$ cat config.mk
export PLATFORM = sky130hd
export DESIGN_NAME = lbs_div
export DESIGN_NICKNAME = d
export VERILOG_FILES = /design/src/rtl/lbs_pkg.sv /design/src/rtl/lbs_div.sv
export SDC_FILE = /design/constraint.sdc
export NUM_CORES = 1
export LEC_CHECK = 0
export BUFFER_PORTS_ARGS = -buffer_cell sky130_fd_sc_hd__buf_2
export CAP_MARGIN = 20
export CORE_UTILIZATION = 50
export DETAILED_ROUTE_END_ITERATION = 10
export PLACE_DENSITY = 0.74
export SLEW_MARGIN = 20
export SYNTH_ARGS = -nofsm -noshare
export SYNTH_HDL_FRONTEND = slang
export SYNTH_SLANG_ARGS = --single-unit
$ cat constraint.sdc
create_clock -name clk -period 4.6 [get_ports clk]
set_input_delay 0.23 -clock clk [delete_from_list [all_inputs] [get_ports clk]]
set_output_delay 0.23 -clock clk [all_outputs]
set_load 0.1 [all_outputs]
$ cat src/rtl/lbs_pkg.sv
// ----------------------------------------------------------------------------
// lbs_pkg
// Shared types, widths, opcodes and saturation helpers for the skinning engine.
// ----------------------------------------------------------------------------
package lbs_pkg;

	localparam int DATA_W = 32;
	localparam int ACC_W  = 48;
	localparam int SUM_W  = 50;
	localparam int NUM_W  = 64;
	localparam int DEN_W  = 48;

	typedef logic [1:0] opcode_t;
	localparam opcode_t OP_LOAD   = 2'd0;
	localparam opcode_t OP_INFL   = 2'd1;
	localparam opcode_t OP_VERTEX = 2'd2;

	typedef logic signed [ACC_W-1:0] acc_t;
	typedef logic signed [SUM_W-1:0] sum_t;

	function automatic acc_t sat48(input logic signed [64:0] x);
		if (!x[64] && (|x[63:47])) begin
			return {1'b0, {(ACC_W-1){1'b1}}};
		end else if (x[64] && !(&x[63:47])) begin
			return {1'b1, {(ACC_W-1){1'b0}}};
		end else begin
			return x[ACC_W-1:0];
		end
	endfunction

	function automatic logic [DATA_W-1:0] sat32(input sum_t x);
		if (!x[SUM_W-1] && (|x[SUM_W-2:31])) begin
			return 32'h7FFF_FFFF;
		end else if (x[SUM_W-1] && !(&x[SUM_W-2:31])) begin
			return 32'h8000_0000;
		end else begin
			return x[DATA_W-1:0];
		end
	endfunction

endpackage

$ cat src/rtl/lbs_div.sv
// ----------------------------------------------------------------------------
// lbs_div
// Restoring unsigned divider, one quotient bit per cycle.
// ----------------------------------------------------------------------------
module lbs_div import lbs_pkg::*; (
	input  logic             clk,
	input  logic             arst_n,
	input  logic             start,
	input  logic [NUM_W-1:0] num,
	input  logic [DEN_W-1:0] den,
	output logic             done,
	output logic [NUM_W-1:0] quo
);

	localparam int CNT_W = $clog2(NUM_W);

	logic             busy_q;
	logic [CNT_W-1:0] cnt_q;
	logic [DEN_W-1:0] rem_q;
	logic [NUM_W-1:0] quo_q;
	logic [DEN_W-1:0] den_q;
	logic             done_q;
	logic [DEN_W:0]   trial;
	logic             fits;

	assign trial = {rem_q, quo_q[NUM_W-1]};
	assign fits  = (trial >= {1'b0, den_q});

	always_ff @(posedge clk or negedge arst_n) begin
		if (!arst_n) begin
			busy_q <= 1'b0;
			cnt_q  <= '0;
			done_q <= 1'b0;
		end else begin
			done_q <= busy_q && (cnt_q == CNT_W'(NUM_W - 1));
			if (start) begin
				busy_q <= 1'b1;
				cnt_q  <= '0;
			end else if (busy_q) begin
				cnt_q <= cnt_q + 1'b1;
				if (cnt_q == CNT_W'(NUM_W - 1)) begin
					busy_q <= 1'b0;
				end
			end
		end
	end

	always_ff @(posedge clk) begin
		if (start) begin
			rem_q <= '0;
			quo_q <= num;
			den_q <= den;
		end else if (busy_q) begin
			rem_q <= fits ? DEN_W'(trial - {1'b0, den_q}) : trial[DEN_W-1:0];
			quo_q <= {quo_q[NUM_W-2:0], fits};
		end
	end

	assign done = done_q;
	assign quo  = quo_q;

endmodule

==> out/results.ini <==
[timing]
final.setup.tns_ns=0
timing.final.ws_setup_ns=0.7956
finClkSkew_ns=0.01470
max_freq_mhz=262.9
fin_worst_hold_slack_ns=0.02883
timing.final.setup_violations=0
timing_hold_violations_final=0
maxSlewViolCount=0
finalWorstPathRequiredPeriod_ns=3.804
rsz0062_at_grt=false
final_min_period_over_clock_period_pct=82.71
slew_headroom_pct=31.19
worstMarginPinSlew_ns=1.032

[layout]
seqCellArea_sq_mm=0.004526
post_layout_instance_area_sq_mm=0.01190
n_antenna_cell=0
synthToLayoutAreaGrowth_pct=21.42
final_stage_net_count=1310
n_fill_cell=1577
share_of_cells_above_drive_strength_1_pct=25.82
finish.cell_count_without_fillers=1418
fin_util_pct=62.78
multi_input_comb_area_sq_mm=0.004756

[die]
y_dimension_of_the_die_um=142.0
initial_core_utilization_pct=51.70
die_width_um=142.0
rows=50
top_level_ports=180
design.core.area_sq_mm=0.01896
fp.dieArea_sq_mm=0.02017

[placed_design]
place_congestion=0.9186
place_inst=1339
numPortBuffers=179
dp_hpwl_mm=17.79
place_ws_ns=0.8040
placed_inst_area_sq_mm=0.01083

[clocking]
buffer_type_at_the_clock_tree_root=sky130_fd_sc_hd__clkbuf_16
clkTransAtPathRegs_ns=0.07
worstSkewPairLatency_ns=0.44
cts_buf_count=17
cts_tree=done
post_cts_setup_inserts=0
cts-root-to-sink-buffers=2
clock_sinks=168
postCtsResizedCells=0
htree_levels=4

[route]
vias=7923
detail_route.vias_per_cell=5.587
totalWireLength_mm=24.74
drt_drc_violations_left=0
drtIter0Drc=492
wl_per_cell_um=17.45
antenna_violating_nets_post_route=0
detailedRoute.firstPassIterationCount=5

[yosys]
synth.cell_area_sq_mm=0.009801
synth.net_count=1108
synth_cell_types=71
complex_gate_fraction_of_the_synthesized_area_pct=15.70
synth-simple-area-share_pct=11.67
synth_top_flop_cell=sky130_fd_sc_hd__edfxtp_1
synthesized_area_fraction_occupied_by_xor_and_xnor_cells_pct=3.843
post_synthesis_sequential_area_ratio_pct=46.16
postSynth.asyncResetShare_pct=4.762
avgSynthCellArea_sq_um=10.39
syn_inst=943
synth_edf_count=112
multiplexer_fraction_of_the_synthesized_cell_area_pct=10.84
ys_seq_elements=168
synth-adder-area-share_pct=6.460
count_of_yosys_warnings_during_synthesis=0
main_combinational_cell_family_by_area_after_synthesis=compound AO/OA/AOI/OAI gates

[hold_path]
timing.hold.worst.class=input port to register

[setup_path]
critPathArrivalTime_ns=4.08
crit_path_end_kind=register
timing.setup.critical_path_class=register to register
cp_max_fo=35
required_ns=4.88
worst_setup_path_start_kind=register

[global_route]
global_route.overflow_total=0
grt_pass1_wl_mm=39.03
vias_in_the_first_global_route=7805
grtUsageTotal_pct=24.98
largest_net_degree_at_the_start_of_global_routing=81
grt_antenna_before_repair=0

[power_and_ir_drop]
net-switching-power_mw=1.417
power_density_mw_per_mm2=349.7
power.total_mw=4.161
ir_drop_mv=0.2924
cell_internal_pwr_mw=2.744
clkPwrFrac_pct=35.6
pwr-share-comb_pct=21.8
pwr-share-seq_pct=42.5
sw_frac_of_total_pct=34.05
cellLeakagePower_nw=5.094

[job]
maxCapViolations=0

[outcome]
status=finished clean

worst paths after layout:
path | start | end | slack, ns | depth (start not counted)
max in group asynchronous | arst_n | busy_q | 4.25 | 2
min in group asynchronous | arst_n | done | 0.17 | 2
worst min-delay path | den[30] | den_q[30] | 0.03 | 1
worst max register to register | den_q[32] | rem_q[15] | 0.80 | 12
worst max-delay path | den_q[32] | rem_q[15] | 0.80 | 12
worst min register to register | rem_q[5] | rem_q[5] | 0.51 | 2
flip-flops by register name (all words and copies together) (netlist names):
signal and count:
busy_q 1, quo 64, rem_q 48, den_q 48, done 1, cnt_q 6
final cells by class:
cell class	count	area share, %
Tap cell	260	2.734
Multi-Input combinational cell	655	39.96
Inverter	69	2.176
Sequential cell	168	38.03
Clock inverter	15	1.482
Timing Repair Buffer	234	12.04
Clock buffer	17	3.575
power groups by stage:
| stage | registers, mW | logic, mW | clock network [mW] |
|---|---|---|---|
| floorplan | 2.22 | 0.270 | 0 |
| finish | 1.77 | 0.909 | 1.48 |
| global placement | 1.80 | 0.867 | 0 |
| global route | 1.78 | 0.956 | 1.56 |
| detailed placement | 1.80 | 0.875 | 0 |
| CTS | 1.77 | 0.908 | 1.50 |
logic make-up after synthesis:
| group | after synthesis |
|---|---|
| buffers and inverters | 120 |
| flip-flops | 168 |
| AO/OA/AOI/OAI | 227 |
| AND/OR/NAND/NOR | 237 |
| multiplexers | 98 |
| XOR/XNOR | 43 |
| adder cells (fa/ha/maj) | 50 |
synthesized netlist by cell type, types with 7 or more instances:
| library cell | number | area, sq um |
|---|---|---|
| sky130_fd_sc_hd__clkbuf_1 | 30 | 112.6 |
| sky130_fd_sc_hd__mux2i_1 | 33 | 330.3 |
| sky130_fd_sc_hd__buf_2 | 11 | 55.05 |
| sky130_fd_sc_hd__a211oi_1 | 31 | 232.7 |
| sky130_fd_sc_hd__or3_1 | 7 | 43.79 |
| sky130_fd_sc_hd__dfxtp_1 | 48 | 960.9 |
| sky130_fd_sc_hd__nand2_1 | 57 | 214.0 |
| sky130_fd_sc_hd__mux2_2 | 64 | 720.7 |
| sky130_fd_sc_hd__nand3_1 | 24 | 120.1 |
| sky130_fd_sc_hd__o21bai_1 | 13 | 97.59 |
| sky130_fd_sc_hd__xnor2_1 | 28 | 245.2 |
| sky130_fd_sc_hd__edfxtp_1 | 112 | 3363 |
| sky130_fd_sc_hd__nor3_1 | 14 | 70.07 |
| sky130_fd_sc_hd__xor2_1 | 15 | 131.4 |
| sky130_fd_sc_hd__o21ai_0 | 19 | 95.09 |
| sky130_fd_sc_hd__nor2_1 | 76 | 285.3 |
| sky130_fd_sc_hd__a22oi_1 | 7 | 52.55 |
| sky130_fd_sc_hd__a21o_1 | 19 | 142.6 |
| sky130_fd_sc_hd__o21ai_1 | 9 | 45.04 |
| sky130_fd_sc_hd__a21oi_1 | 61 | 305.3 |
| sky130_fd_sc_hd__nand4_1 | 15 | 93.84 |
| sky130_fd_sc_hd__inv_1 | 68 | 255.2 |
| sky130_fd_sc_hd__dfrtp_1 | 8 | 200.2 |
| sky130_fd_sc_hd__ha_1 | 49 | 613.1 |
| sky130_fd_sc_hd__nand2b_1 | 11 | 68.82 |
| sky130_fd_sc_hd__o211ai_1 | 10 | 75.07 |
per-layer routing:
metal | vias up | track usage, % | share of wire (%)
met5 | - | 0 | 0
met2 | 298 | 40.92 | 47
li1 | 3880 | - | -
met1 | 3708 | 31.34 | 43
met4 | 0 | 8.602 | 2.5
met3 | 37 | 7.470 | 7.5
critical path: stages, from the launching register on:
cell and delay, ns:
sky130_fd_sc_hd__edfxtp_1 0.32, sky130_fd_sc_hd__inv_1 0.04, sky130_fd_sc_hd__ha_1 0.47, sky130_fd_sc_hd__and4_4 0.32
sky130_fd_sc_hd__nand4_2 0.13, sky130_fd_sc_hd__or4_4 0.52, sky130_fd_sc_hd__nor4_2 0.25, sky130_fd_sc_hd__a2111oi_1 0.10
sky130_fd_sc_hd__o21ai_2 0.09, sky130_fd_sc_hd__a21o_2 0.80, sky130_fd_sc_hd__buf_4 0.30, sky130_fd_sc_hd__mux2i_1 0.19
sky130_fd_sc_hd__a211oi_1 0.09
cells in the final DEF, fill, tap and decap left out, types with 5 or more instances in the layout:
| cell | n |
|---|---|
| sky130_fd_sc_hd__or3_1 | 7 |
| sky130_fd_sc_hd__edfxtp_1 | 112 |
| sky130_fd_sc_hd__nand2b_1 | 11 |
| sky130_fd_sc_hd__a31oi_1 | 6 |
| sky130_fd_sc_hd__nand4_1 | 15 |
| sky130_fd_sc_hd__mux2_2 | 64 |
| sky130_fd_sc_hd__nor2_1 | 76 |
| sky130_fd_sc_hd__a21o_1 | 18 |
| sky130_fd_sc_hd__dlygate4sd3_1 | 47 |
| sky130_fd_sc_hd__nand3_1 | 24 |
| sky130_fd_sc_hd__inv_1 | 67 |
| sky130_fd_sc_hd__o211ai_1 | 10 |
| sky130_fd_sc_hd__nor2b_1 | 5 |
| sky130_fd_sc_hd__buf_4 | 8 |
| sky130_fd_sc_hd__a211oi_1 | 31 |
| sky130_fd_sc_hd__nor3_1 | 14 |
| sky130_fd_sc_hd__clkbuf_16 | 17 |
| sky130_fd_sc_hd__dfrtp_1 | 7 |
| sky130_fd_sc_hd__and3_1 | 6 |
| sky130_fd_sc_hd__o31ai_1 | 6 |
| sky130_fd_sc_hd__nand2_1 | 57 |
| sky130_fd_sc_hd__buf_2 | 178 |
| sky130_fd_sc_hd__o21ai_1 | 9 |
| sky130_fd_sc_hd__o311ai_0 | 5 |
| sky130_fd_sc_hd__xor2_1 | 15 |
| sky130_fd_sc_hd__xnor2_1 | 28 |
| sky130_fd_sc_hd__dfxtp_1 | 48 |
| sky130_fd_sc_hd__a22oi_1 | 7 |
| sky130_fd_sc_hd__inv_8 | 6 |
| sky130_fd_sc_hd__and2_1 | 6 |
| sky130_fd_sc_hd__o21ai_0 | 19 |
| sky130_fd_sc_hd__mux2i_1 | 33 |
| sky130_fd_sc_hd__o21bai_1 | 13 |
| sky130_fd_sc_hd__a21oi_1 | 61 |
| sky130_fd_sc_hd__ha_1 | 49 |
| sky130_fd_sc_hd__o21a_1 | 5 |
timing repair:
action,CTS,global route
endpoints found under the setup margin,0,0
hold buffers,46,1
hold endpoints to repair,53,1
No activity file was read; power rests on OpenSTA's default activity.
